$ cat src/rtl/gbns_pkg.sv
// Shared types and constants of the go-back-n sender window.
// Depends on nothing; every other file of the block but gbns_ram refers to it by scoped names.
`default_nettype none

package gbns_pkg;

	// input mode codes
	localparam logic [1:0] MODE_SEND = 2'd0;
	localparam logic [1:0] MODE_ACK  = 2'd1;
	localparam logic [1:0] MODE_TICK = 2'd2;
	localparam logic [1:0] MODE_NOP  = 2'd3;

	// configuration register indexes
	localparam logic [1:0] REG_WINDOW_SIZE   = 2'd0;
	localparam logic [1:0] REG_TIMEOUT_TICKS = 2'd1;
	localparam logic [1:0] REG_FIRST_SEQ     = 2'd2;

	// configuration reset values
	localparam logic [6:0]  WINDOW_SIZE_RST   = 7'd10;
	localparam logic [15:0] TIMEOUT_TICKS_RST = 16'd1000;
	localparam logic [31:0] FIRST_SEQ_RST     = 32'd0;

	// command queue between front and back
	localparam int QUEUE_DEPTH = 2;
	localparam int QUEUE_AW    = 1;

	typedef enum logic [1:0] {
		OP_SEND,
		OP_ACK,
		OP_TICK
	} op_t;

	typedef enum logic [2:0] {
		KIND_TX    = 3'd0,
		KIND_RETX  = 3'd1,
		KIND_ACK   = 3'd2,
		KIND_IGN   = 3'd3,
		KIND_FULL  = 3'd4
	} kind_t;

	typedef enum logic [1:0] {
		ST_IDLE,
		ST_ACK_OUT,
		ST_BURST_RD,
		ST_BURST_OUT
	} state_t;

	// one classified command word
	typedef struct packed {
		op_t         op;
		logic [31:0] payload;
		logic [31:0] ack_seq;
		logic        intact;
	} item_t;

	// one result word
	typedef struct packed {
		kind_t       kind;
		logic [31:0] seq;
		logic [31:0] payload;
		logic        last;
	} result_t;

endpackage

`default_nettype wire

$ cat src/rtl/gbns_ram.sv
// Generic single-write, single-read RAM with registered read data.
// Depends on nothing.
`default_nettype none

module gbns_ram #(
	parameter int WIDTH = 32,
	parameter int DEPTH = 64
) (
	input  wire logic                     clk,
	input  wire logic                     we,
	input  wire logic [$clog2(DEPTH)-1:0] waddr,
	input  wire logic [WIDTH-1:0]         wdata,
	input  wire logic                     re,
	input  wire logic [$clog2(DEPTH)-1:0] raddr,
	output logic      [WIDTH-1:0]         rdata
);

	logic [WIDTH-1:0] mem_q [DEPTH];

	// write port
	always_ff @(posedge clk) begin
		if (we) begin
			mem_q[waddr] <= wdata;
		end
	end

	// registered read port, holds between reads
	always_ff @(posedge clk) begin
		if (re) begin
			rdata <= mem_q[raddr];
		end
	end

endmodule

`default_nettype wire

$ cat src/rtl/gbns_front.sv
// Front end: accepts input words, classifies the mode and queues commands.
// Depends on gbns_pkg.
`default_nettype none

module gbns_front (
	input  wire logic            clk,
	input  wire logic            arst_n,
	input  wire logic            push,
	output logic                 full,
	input  wire logic [1:0]      mode,
	input  wire logic [31:0]     payload,
	input  wire logic [31:0]     ack_seq,
	input  wire logic            ack_intact,
	output logic                 q_vld,
	output gbns_pkg::item_t      q_item,
	input  wire logic            q_deq
);

	localparam int QD  = gbns_pkg::QUEUE_DEPTH;
	localparam int QAW = gbns_pkg::QUEUE_AW;

	gbns_pkg::item_t  ent_q [QD];
	logic [QAW-1:0]   wr_ptr_q;
	logic [QAW-1:0]   rd_ptr_q;
	logic [QAW:0]     cnt_q;
	gbns_pkg::item_t  cls;
	logic             keep;
	logic             accept;
	logic             store;

	assign full   = (cnt_q == (QAW+1)'(QD));
	assign q_vld  = (cnt_q != '0);
	assign q_item = ent_q[rd_ptr_q];
	assign accept = push && !full;
	assign store  = accept && keep;

	// classify the mode; drop the unused code
	always_comb begin
		cls.payload = payload;
		cls.ack_seq = ack_seq;
		cls.intact  = ack_intact;
		cls.op      = gbns_pkg::OP_SEND;
		keep        = 1'b1;
		unique case (mode)
			gbns_pkg::MODE_SEND: cls.op = gbns_pkg::OP_SEND;
			gbns_pkg::MODE_ACK:  cls.op = gbns_pkg::OP_ACK;
			gbns_pkg::MODE_TICK: cls.op = gbns_pkg::OP_TICK;
			gbns_pkg::MODE_NOP:  keep   = 1'b0;
			default:             keep   = 1'b0;
		endcase
	end

	// store the command word
	always_ff @(posedge clk) begin
		if (store) begin
			ent_q[wr_ptr_q] <= cls;
		end
	end

	// advance pointers and fill count
	always_ff @(posedge clk or negedge arst_n) begin
		if (!arst_n) begin
			wr_ptr_q <= '0;
			rd_ptr_q <= '0;
			cnt_q    <= '0;
		end else begin
			if (store) begin
				wr_ptr_q <= (wr_ptr_q == QAW'(QD-1)) ? '0 : wr_ptr_q + 1'b1;
			end
			if (q_deq) begin
				rd_ptr_q <= (rd_ptr_q == QAW'(QD-1)) ? '0 : rd_ptr_q + 1'b1;
			end
			if (store && !q_deq) begin
				cnt_q <= cnt_q + 1'b1;
			end else if (!store && q_deq) begin
				cnt_q <= cnt_q - 1'b1;
			end
		end
	end

endmodule

`default_nettype wire

$ cat src/rtl/gbns_back.sv
// Back end: window state, payload ring, ack retire, timer and resend bursts.
// Depends on gbns_pkg and gbns_ram.
`default_nettype none

module gbns_back #(
	parameter int RING_DEPTH    = 64,
	parameter int PAYLOAD_WIDTH = 32
) (
	input  wire logic              clk,
	input  wire logic              arst_n,
	input  wire logic              restart,
	input  wire logic [31:0]       restart_seq,
	input  wire logic [6:0]        window_size,
	input  wire logic [15:0]       timeout_ticks,
	input  wire logic              q_vld,
	input  wire gbns_pkg::item_t   q_item,
	output logic                   q_deq,
	output logic                   res_vld,
	output gbns_pkg::result_t      res,
	input  wire logic              res_pop
);

	localparam int SW = $clog2(RING_DEPTH);
	localparam int CW = $clog2(RING_DEPTH + 1);
	localparam int WW = (CW > 7) ? CW : 7;
	localparam int PW = PAYLOAD_WIDTH;

	gbns_pkg::state_t   state_q, state_d;
	logic [31:0]        next_seq_q, base_seq_q, cur_seq_q;
	logic [SW-1:0]      next_slot_q, base_slot_q, rd_slot_q;
	logic [CW-1:0]      cnt_q, left_q;
	logic               run_q;
	logic [15:0]        elapsed_q;
	logic               out_vld_q;
	gbns_pkg::result_t  out_q, out_d;

	logic               out_free, out_load;
	logic               do_send, do_ack, do_inc, do_timeout, do_step;
	logic               ram_we, ram_re;
	logic [SW-1:0]      ram_raddr;
	logic [PW-1:0]      ram_rdata;
	logic [PW-1:0]      pay_w;
	logic [31:0]        pay32;
	logic [WW-1:0]      ws_ext, depth_w, win;
	logic               win_full, ack_hit;

	assign res_vld  = out_vld_q;
	assign res      = out_q;
	assign out_free = !out_vld_q || res_pop;

	// clamp the window to the ring
	assign ws_ext   = WW'(window_size);
	assign depth_w  = WW'(RING_DEPTH);
	assign win      = (ws_ext > depth_w) ? depth_w : ws_ext;
	assign win_full = (WW'(cnt_q) >= win);
	assign ack_hit  = q_item.intact && (cnt_q != '0) && (q_item.ack_seq == base_seq_q);
	assign pay_w    = PW'(q_item.payload);
	assign pay32    = 32'(pay_w);

	function automatic logic [SW-1:0] slot_inc(input logic [SW-1:0] s);
		return (s == SW'(RING_DEPTH - 1)) ? '0 : s + 1'b1;
	endfunction

	gbns_ram #(
		.WIDTH(PW),
		.DEPTH(RING_DEPTH)
	) u_ring (
		.clk   (clk),
		.we    (ram_we),
		.waddr (next_slot_q),
		.wdata (pay_w),
		.re    (ram_re),
		.raddr (ram_raddr),
		.rdata (ram_rdata)
	);

	// state register
	always_ff @(posedge clk or negedge arst_n) begin
		if (!arst_n) begin
			state_q <= gbns_pkg::ST_IDLE;
		end else if (restart) begin
			state_q <= gbns_pkg::ST_IDLE;
		end else begin
			state_q <= state_d;
		end
	end

	// next state, command decode and result selection
	always_comb begin
		state_d    = state_q;
		q_deq      = 1'b0;
		out_load   = 1'b0;
		out_d      = '{kind: gbns_pkg::KIND_TX, seq: next_seq_q, payload: pay32, last: 1'b1};
		do_send    = 1'b0;
		do_ack     = 1'b0;
		do_inc     = 1'b0;
		do_timeout = 1'b0;
		do_step    = 1'b0;
		ram_we     = 1'b0;
		ram_re     = 1'b0;
		ram_raddr  = rd_slot_q;
		unique case (state_q)
			gbns_pkg::ST_IDLE: begin
				if (q_vld && out_free) begin
					q_deq = 1'b1;
					case (q_item.op)
						gbns_pkg::OP_SEND: begin
							out_load = 1'b1;
							if (win_full) begin
								out_d.kind = gbns_pkg::KIND_FULL;
							end else begin
								ram_we  = 1'b1;
								do_send = 1'b1;
							end
						end
						gbns_pkg::OP_ACK: begin
							if (ack_hit) begin
								do_ack    = 1'b1;
								ram_re    = 1'b1;
								ram_raddr = base_slot_q;
								state_d   = gbns_pkg::ST_ACK_OUT;
							end else begin
								out_load = 1'b1;
								out_d    = '{kind: gbns_pkg::KIND_IGN, seq: q_item.ack_seq,
									payload: 32'd0, last: 1'b1};
							end
						end
						gbns_pkg::OP_TICK: begin
							if (run_q) begin
								if (elapsed_q < timeout_ticks) begin
									do_inc = 1'b1;
								end else begin
									do_timeout = 1'b1;
									if (cnt_q != '0) begin
										state_d = gbns_pkg::ST_BURST_RD;
									end
								end
							end
						end
						default: ;
					endcase
				end
			end
			gbns_pkg::ST_ACK_OUT: begin
				if (out_free) begin
					out_load = 1'b1;
					out_d    = '{kind: gbns_pkg::KIND_ACK, seq: cur_seq_q,
						payload: 32'(ram_rdata), last: 1'b1};
					state_d  = gbns_pkg::ST_IDLE;
				end
			end
			gbns_pkg::ST_BURST_RD: begin
				ram_re  = 1'b1;
				state_d = gbns_pkg::ST_BURST_OUT;
			end
			gbns_pkg::ST_BURST_OUT: begin
				if (out_free) begin
					out_load = 1'b1;
					do_step  = 1'b1;
					out_d    = '{kind: gbns_pkg::KIND_RETX, seq: cur_seq_q,
						payload: 32'(ram_rdata), last: (left_q == CW'(1))};
					state_d  = (left_q == CW'(1)) ? gbns_pkg::ST_IDLE
						: gbns_pkg::ST_BURST_RD;
				end
			end
			default: state_d = gbns_pkg::ST_IDLE;
		endcase
	end

	// window counters and timer
	always_ff @(posedge clk or negedge arst_n) begin
		if (!arst_n) begin
			next_seq_q  <= gbns_pkg::FIRST_SEQ_RST;
			base_seq_q  <= gbns_pkg::FIRST_SEQ_RST;
			next_slot_q <= '0;
			base_slot_q <= '0;
			cnt_q       <= '0;
			run_q       <= 1'b0;
			elapsed_q   <= '0;
		end else if (restart) begin
			next_seq_q  <= restart_seq;
			base_seq_q  <= restart_seq;
			next_slot_q <= '0;
			base_slot_q <= '0;
			cnt_q       <= '0;
			run_q       <= 1'b0;
			elapsed_q   <= '0;
		end else begin
			if (do_send) begin
				next_seq_q  <= next_seq_q + 32'd1;
				next_slot_q <= slot_inc(next_slot_q);
				cnt_q       <= cnt_q + 1'b1;
				if (!run_q) begin
					run_q     <= 1'b1;
					elapsed_q <= '0;
				end
			end
			if (do_ack) begin
				base_seq_q  <= base_seq_q + 32'd1;
				base_slot_q <= slot_inc(base_slot_q);
				cnt_q       <= cnt_q - 1'b1;
				if (cnt_q == CW'(1)) begin
					run_q     <= 1'b0;
					elapsed_q <= '0;
				end
			end
			if (do_inc) begin
				elapsed_q <= elapsed_q + 16'd1;
			end
			if (do_timeout) begin
				elapsed_q <= '0;
				if (cnt_q == '0) begin
					run_q <= 1'b0;
				end
			end
		end
	end

	// burst walker and retired sequence number
	always_ff @(posedge clk) begin
		if (do_ack) begin
			cur_seq_q <= base_seq_q;
		end else if (do_timeout) begin
			cur_seq_q <= base_seq_q;
			rd_slot_q <= base_slot_q;
			left_q    <= cnt_q;
		end else if (do_step) begin
			cur_seq_q <= cur_seq_q + 32'd1;
			rd_slot_q <= slot_inc(rd_slot_q);
			left_q    <= left_q - 1'b1;
		end
	end

	// result register
	always_ff @(posedge clk or negedge arst_n) begin
		if (!arst_n) begin
			out_vld_q <= 1'b0;
		end else if (out_load) begin
			out_vld_q <= 1'b1;
		end else if (res_pop) begin
			out_vld_q <= 1'b0;
		end
	end

	always_ff @(posedge clk) begin
		if (out_load) begin
			out_q <= out_d;
		end
	end

endmodule

`default_nettype wire

$ cat src/rtl/go_back_n_sender_window_core.sv
// Go-back-n sender window: a send, ack and tick queue in, a result queue out.
// Sends, refused sends, ignored acks and ticks are all handled in the idle state;
// an ack that retires the base waits in ST_ACK_OUT for the ring's registered read,
// and a timeout burst runs ST_BURST_RD then ST_BURST_OUT per outstanding entry, read
// one by one from the payload ring into the single result register. A two-word
// command queue lets input words be taken while a result waits to be popped.
// The ring needs no clearing pass: only entries written by a send are ever read.
// Depends on gbns_pkg, gbns_front, gbns_back and gbns_ram.
`default_nettype none

module go_back_n_sender_window_core #(
	parameter int RING_DEPTH    = 64,
	parameter int PAYLOAD_WIDTH = 32
) (
	input  wire logic        clk,
	input  wire logic        arst_n,
	// input queue
	input  wire logic        push,
	output logic             full,
	input  wire logic [1:0]  mode,
	input  wire logic [31:0] payload,
	input  wire logic [31:0] ack_seq,
	input  wire logic        ack_intact,
	// result queue
	output logic             empty,
	input  wire logic        pop,
	output logic [2:0]       kind,
	output logic [31:0]      seq_out,
	output logic [31:0]      payload_out,
	output logic             last,
	// configuration port
	input  wire logic        psel,
	input  wire logic        penable,
	input  wire logic        pwrite,
	input  wire logic [3:0]  paddr,
	input  wire logic [31:0] pwdata,
	output logic [31:0]      prdata,
	output logic             pready
);

	logic [6:0]         window_size_q;
	logic [15:0]        timeout_ticks_q;
	logic [31:0]        first_seq_q;
	logic               cfg_wr;
	logic [1:0]         cfg_idx;
	logic               restart;
	logic               q_vld, q_deq, res_vld;
	gbns_pkg::item_t    q_item;
	gbns_pkg::result_t  res;

	assign pready  = 1'b1;
	assign cfg_wr  = psel && penable && pwrite && pready;
	assign cfg_idx = paddr[3:2];
	assign restart = cfg_wr && (cfg_idx == gbns_pkg::REG_FIRST_SEQ);

	// configuration registers
	always_ff @(posedge clk or negedge arst_n) begin
		if (!arst_n) begin
			window_size_q   <= gbns_pkg::WINDOW_SIZE_RST;
			timeout_ticks_q <= gbns_pkg::TIMEOUT_TICKS_RST;
			first_seq_q     <= gbns_pkg::FIRST_SEQ_RST;
		end else if (cfg_wr) begin
			case (cfg_idx)
				gbns_pkg::REG_WINDOW_SIZE:   window_size_q   <= pwdata[6:0];
				gbns_pkg::REG_TIMEOUT_TICKS: timeout_ticks_q <= pwdata[15:0];
				gbns_pkg::REG_FIRST_SEQ:     first_seq_q     <= pwdata;
				default: ;
			endcase
		end
	end

	// register readback
	always_comb begin
		unique case (cfg_idx)
			gbns_pkg::REG_WINDOW_SIZE:   prdata = 32'(window_size_q);
			gbns_pkg::REG_TIMEOUT_TICKS: prdata = 32'(timeout_ticks_q);
			gbns_pkg::REG_FIRST_SEQ:     prdata = first_seq_q;
			default:                     prdata = 32'd0;
		endcase
	end

	gbns_front u_front (
		.clk        (clk),
		.arst_n     (arst_n),
		.push       (push),
		.full       (full),
		.mode       (mode),
		.payload    (payload),
		.ack_seq    (ack_seq),
		.ack_intact (ack_intact),
		.q_vld      (q_vld),
		.q_item     (q_item),
		.q_deq      (q_deq)
	);

	gbns_back #(
		.RING_DEPTH    (RING_DEPTH),
		.PAYLOAD_WIDTH (PAYLOAD_WIDTH)
	) u_back (
		.clk           (clk),
		.arst_n        (arst_n),
		.restart       (restart),
		.restart_seq   (pwdata),
		.window_size   (window_size_q),
		.timeout_ticks (timeout_ticks_q),
		.q_vld         (q_vld),
		.q_item        (q_item),
		.q_deq         (q_deq),
		.res_vld       (res_vld),
		.res           (res),
		.res_pop       (pop)
	);

	assign empty       = !res_vld;
	assign kind        = res.kind;
	assign seq_out     = res.seq;
	assign payload_out = res.payload;
	assign last        = res.last;

	// a shown word always carries a defined kind
	a_kind_range: assert property (@(posedge clk) disable iff (!arst_n)
		!empty |-> (kind <= 3'(gbns_pkg::KIND_FULL)))
		else $error("result word with undefined kind");

	// only resend bursts produce more than one word per command
	a_single_last: assert property (@(posedge clk) disable iff (!arst_n)
		(!empty && (kind != 3'(gbns_pkg::KIND_RETX))) |-> last)
		else $error("single-word result without last");

	// an ignored ack reports no descriptor
	a_ign_zero: assert property (@(posedge clk) disable iff (!arst_n)
		(!empty && (kind == 3'(gbns_pkg::KIND_IGN))) |-> (payload_out == 32'd0))
		else $error("ignored ack carries a descriptor");

endmodule

`default_nettype wire
$ cat config.mk
export PLATFORM = sky130hd
export DESIGN_NAME = go_back_n_sender_window_core
export DESIGN_NICKNAME = d
export VERILOG_FILES = /design/src/rtl/gbns_pkg.sv /design/src/rtl/gbns_ram.sv /design/src/rtl/gbns_front.sv /design/src/rtl/gbns_back.sv /design/src/rtl/go_back_n_sender_window_core.sv
export SDC_FILE = /design/constraint.sdc
export NUM_CORES = 2
export LEC_CHECK = 0
export BUFFER_PORTS_ARGS = -buffer_cell sky130_fd_sc_hd__buf_2
export CORE_UTILIZATION = 40
export DETAILED_ROUTE_END_ITERATION = 16
export PLACE_DENSITY = 0.62
export SLEW_MARGIN = 25
export SYNTH_ARGS = -nofsm -noshare
export SYNTH_HDL_FRONTEND = slang
export SYNTH_SLANG_ARGS = --single-unit
$ cat constraint.sdc
create_clock -name clk -period 14.06 [get_ports clk]
set_input_delay 2.812 -clock clk [delete_from_list [all_inputs] [get_ports clk]]
set_output_delay 2.812 -clock clk [all_outputs]
set_load 0.1 [all_outputs]
==> run_results.csv <==
group,metric,value,unit
setup_path,critPathRequiredTime,14800,ps
setup_path,worstRegToRegCells,16,
setup_path,crit-reg2reg-launch,"u_front.rd_ptr_q",
drt,detail_route.wirelength.met1,123000,um
setup_path,critical_path.max_fanout,57,
floorplan,floorplan.die.height,506,um
sta,timing.clock.skew,62.5,ps
drt,routedWlPerCell,26.6,um
synth,synth.yosys.warnings,0,
synth,synth_enable_flop_cells,2327,
floorplan,placeable_core_area,252000,um^2
grt,grt_first_pass_wirelength,432000,um
drt,highest-signal-layer,"met5",
grt,largest_net_degree_at_the_start_of_global_routing,174,
floorplan,chipWidth,506,um
clock_tree,cts_buffers,235,
synth,post_synth_num_cell_types,84,
sta,maxClockFrequency,123,MHz
sta,timing.final.max_slew_violations,0,
synth,cell_area_after_synthesis,102000,um^2
placed_design,port_buffers,209,
synth,synth.top_cells.by_area,"sky130_fd_sc_hd__edfxtp_1 69%, sky130_fd_sc_hd__nand2_1 6.4%, sky130_fd_sc_hd__dfrtp_1 3.8%",
status,status,"finished, final reports clean",
cells_and_area,final_cells,11300,
grt,initial_antenna_violation_count,13,
worst_hold_path,hold-path-cell-count,2,
grt,gr_overflow_total,0,
setup_path,worstPathCellList,"buf_4 > mux2i_1 > a2bb2oi_1 > nand4_1 > nor4_2 > nand4_1 > o21ai_4 > buf_4 > and2_4 > buf_4 > buf_4 > nand2_1 > a311oi_1 > nor4_1 > o21ai_1 > a22o_1",
sta,hold-worst-slack,465,ps
worst_hold_path,hold_path_end,"first_seq_q[28]",
synth,synth_top_area_share,0.688,
drt,drc,0,
synth,gate_count_post_synth,7607,
clock_tree,clk_transition_reported_paths,70,ps
worst_hold_path,min-delay-start,"first_seq_q[28]",
sta,fin_tns_setup,0,ps
power_and_ir_drop,leakage,0.0394,uW
clock_tree,cts_root_buffer,"sky130_fd_sc_hd__clkbuf_16",
clock_tree,cts.repair_timing.setup_buffer_count,0,
cells_and_area,layout-drive-gt1-share,0.119,
clock_tree,tritoncts,"done",
flow_run,drv.max_cap_violation_count,0,
synth,synth_sequential_area_ratio,0.728,
setup_path,rr_endpoint,"u_back.u_ring.rdata[22]",
cells_and_area,layout-area-overhead-vs-synth,12.8,%
clock_tree,maximum_level_of_the_cts_h_tree,4,
synth,synth.most_common_cell,"sky130_fd_sc_hd__edfxtp_1",
placed_design,dp.cells,10900,
sta,max-slew-margin-rel,0.0723,
floorplan,ios,213,
synth,synth.ff_latch_count,2489,
sta,worstMarginPinSlew,1390,ps
clock_tree,worst_skew_pair.late_latency,900,ps
setup_path,kind_of_end_point_of_the_critical_path,"flop",
worst_hold_path,holdCritPathClass,"flop to flop",
grt,number_of_global_route_vias_before_repair,62200,
drt,met2WireLength,138000,um
synth,netlist_top_cells_count,"2,327 x sky130_fd_sc_hd__edfxtp_1, 1,729 x sky130_fd_sc_hd__nand2_1, 579 x sky130_fd_sc_hd__nand3_1",
drt,routed-via-count,65500,
setup_path,worstSetupStartpointType,"flop",
drt,totalWireLength,301000,um
power_and_ir_drop,cellPowerDensity,168,nW/um^2
sta,final-hold-violation-count,0,
floorplan,placement_rows,184,
clock_tree,cts-root-to-sink-buffers,3,
setup_path,crit_path_frequent_cell,"sky130_fd_sc_hd__buf_4",
sta,rsz0062_at_grt,"no",
cells_and_area,nFillCells,22100,
synth,postSynth.topFlopCell,"sky130_fd_sc_hd__edfxtp_1",
floorplan,starting_density,0.403,
placed_design,place.detailed.hpwl,171000,um
drt,drt_pre_antenna_iters,6,
setup_path,timing.reg2reg.setup_slack,5930,ps
drt,initialDrtViolationCount,8275,
setup_path,critical-path-slowest-cell,"sky130_fd_sc_hd__dfrtp_4",
drt,route.met3.wl,27900,um
sta,finalCriticalPeriod,8130,ps
floorplan,die_footprint,256000,um^2
drt,detail_route_antenna_nets,0,
clock_tree,cts.hold.buffers_added,0,
setup_path,timing.setup.critical_path_class,"flop to flop",
synth,ys_async_sr_fraction,0.0651,
placed_design,gp_congestion,0.921,
power_and_ir_drop,irDropWorstVdd,222,uV
sta,report.final.setup_viol,0,
clock_tree,cts_sinks,2489,
setup_path,cp_data_arrival_time,8870,ps
sta,final.period_utilization,0.579,
cells_and_area,nNetsFinal,7917,
synth,syn_area_per_cell,13.4,um^2
synth,mappedNetlistNets,7752,
grt,grt_util_all_layers,0.230,
setup_path,crit_path_max_incr_delay,930,ps
drt,avgViaCountPerCell,5.78,
synth,synth_top_area_cell,"sky130_fd_sc_hd__edfxtp_1",
clock_tree,cts_resized,0,
[sequential cells by signal (all words and copies together) (netlist names), 2 cells and up]
| register | count |
|---|---|
| u_back.cnt_q | 7 |
| u_back.rd_slot_q | 6 |
| timeout_ticks_q | 16 |
| u_back.base_slot_q | 6 |
| u_back.elapsed_q | 16 |
| u_back.next_seq_q | 32 |
| u_back.cur_seq_q | 32 |
| u_back.next_slot_q | 6 |
| first_seq_q | 32 |
| u_back.res | 68 |
| u_back.base_seq_q | 32 |
| window_size_q | 7 |
| u_front.ent_q | 134 |
| u_back.state_q | 2 |
| u_back.u_ring.mem_q | 2048 |
| u_front.cnt_q | 2 |
| u_back.u_ring.rdata | 32 |
| u_back.left_q | 7 |
[cells by family (layout without fill, tap and decap cells)]
logic type               count (synthesis)  after routing  share of synthesized area
AO/OA/AOI/OAI                         1114           1114                     0.0720
XOR/XNOR                               146            146                     0.0126
adder cells (fa/ha/maj)                 35             35                    0.00431
buffers and inverters                  512            884                     0.0223
flip-flops                            2489           2489                      0.728
multiplexers                           321            321                     0.0325
other                                    1              5                  0.0000369
AND/OR/NAND/NOR                       2989           2989                      0.128
[critical path: cells and delay by family (launching register included)]
family,cells,cell delay (ps)
muxes,1,670
and+or+nand+nor,6,2240
buffers and inverters,4,2400
AOI/OAI and AO/OA,5,1570
DFF,1,930
[per-stage QoR]
stage | utilization | area, um^2 | total power, uW | setup slack [ps]
floorplan | - | 102000 | 11800 | 5820
global route | 0.455 | 115000 | 19800 | 5720
finish | 0.455 | 115000 | 19300 | 5930
global placement | 0.424 | 107000 | 13000 | 5570
detailed placement | 0.424 | 107000 | 13100 | 5530
CTS | 0.455 | 115000 | 19300 | 5760
[layout make-up]
class                           instances  area, um^2  area share
Multi-Input combinational cell       4606       26000       0.227
Inverter                               43         161     0.00141
Tap cell                             3348        4190      0.0366
Clock inverter                        161        1520      0.0133
Antenna cell                            4        10.0   0.0000874
Sequential cell                      2489       73900       0.646
Timing Repair Buffer                  397        2580      0.0225
Clock buffer                          283        6110      0.0533
[cells in the final DEF, fill, tap and decap left out, types with 43 or more instances in the layout]
cell / instances
sky130_fd_sc_hd__a2111oi_0: 67
sky130_fd_sc_hd__a211oi_1: 95
sky130_fd_sc_hd__a21oi_1: 431
sky130_fd_sc_hd__a31oi_1: 95
sky130_fd_sc_hd__and3_1: 135
sky130_fd_sc_hd__buf_2: 208
sky130_fd_sc_hd__buf_4: 179
sky130_fd_sc_hd__clkbuf_1: 43
sky130_fd_sc_hd__clkbuf_16: 235
sky130_fd_sc_hd__clkinv_1: 52
sky130_fd_sc_hd__clkinv_2: 61
sky130_fd_sc_hd__dfrtp_1: 153
sky130_fd_sc_hd__edfxtp_1: 2327
sky130_fd_sc_hd__inv_1: 43
sky130_fd_sc_hd__mux2_2: 61
sky130_fd_sc_hd__mux2i_1: 254
sky130_fd_sc_hd__nand2_1: 1725
sky130_fd_sc_hd__nand3_1: 579
sky130_fd_sc_hd__nor2_1: 221
sky130_fd_sc_hd__nor2_4: 72
sky130_fd_sc_hd__nor3_1: 52
sky130_fd_sc_hd__o21ai_0: 91
sky130_fd_sc_hd__o221ai_1: 48
sky130_fd_sc_hd__o22ai_1: 43
sky130_fd_sc_hd__xnor2_1: 58
sky130_fd_sc_hd__xor2_1: 88
[per-layer routing]
layer / global-route usage / vias up
li1: - / 28700
met1: 0.320 / 33100
met3: 0.0397 / 519
met4: 0.0881 / 8
met5: 0 / -
met2: 0.360 / 3288
[report_power, final]
part	internal [uW]	switching, uW	total (uW)
logic	621	2830	3450
clock network	3460	2840	6300
registers	9260	285	9540
total	13300	5950	19300
[worst max path at each step]
stage                                    endpoint  cells past startpoint  slack (ps)        startpoint
final                     u_back.u_ring.rdata[22]                     16        5930  u_front.rd_ptr_q
after global routing       u_back.u_ring.rdata[1]                     16        5720  u_front.rd_ptr_q
after CTS                 u_back.u_ring.rdata[22]                     16        5760  u_front.rd_ptr_q
after detailed placement  u_back.u_ring.rdata[25]                     17        5530               pop
after global placement    u_back.u_ring.rdata[25]                     17        5570               pop
after floorplan                         prdata[0]                      3        5820          paddr[3]
Power figures use the tool's default switching activity.
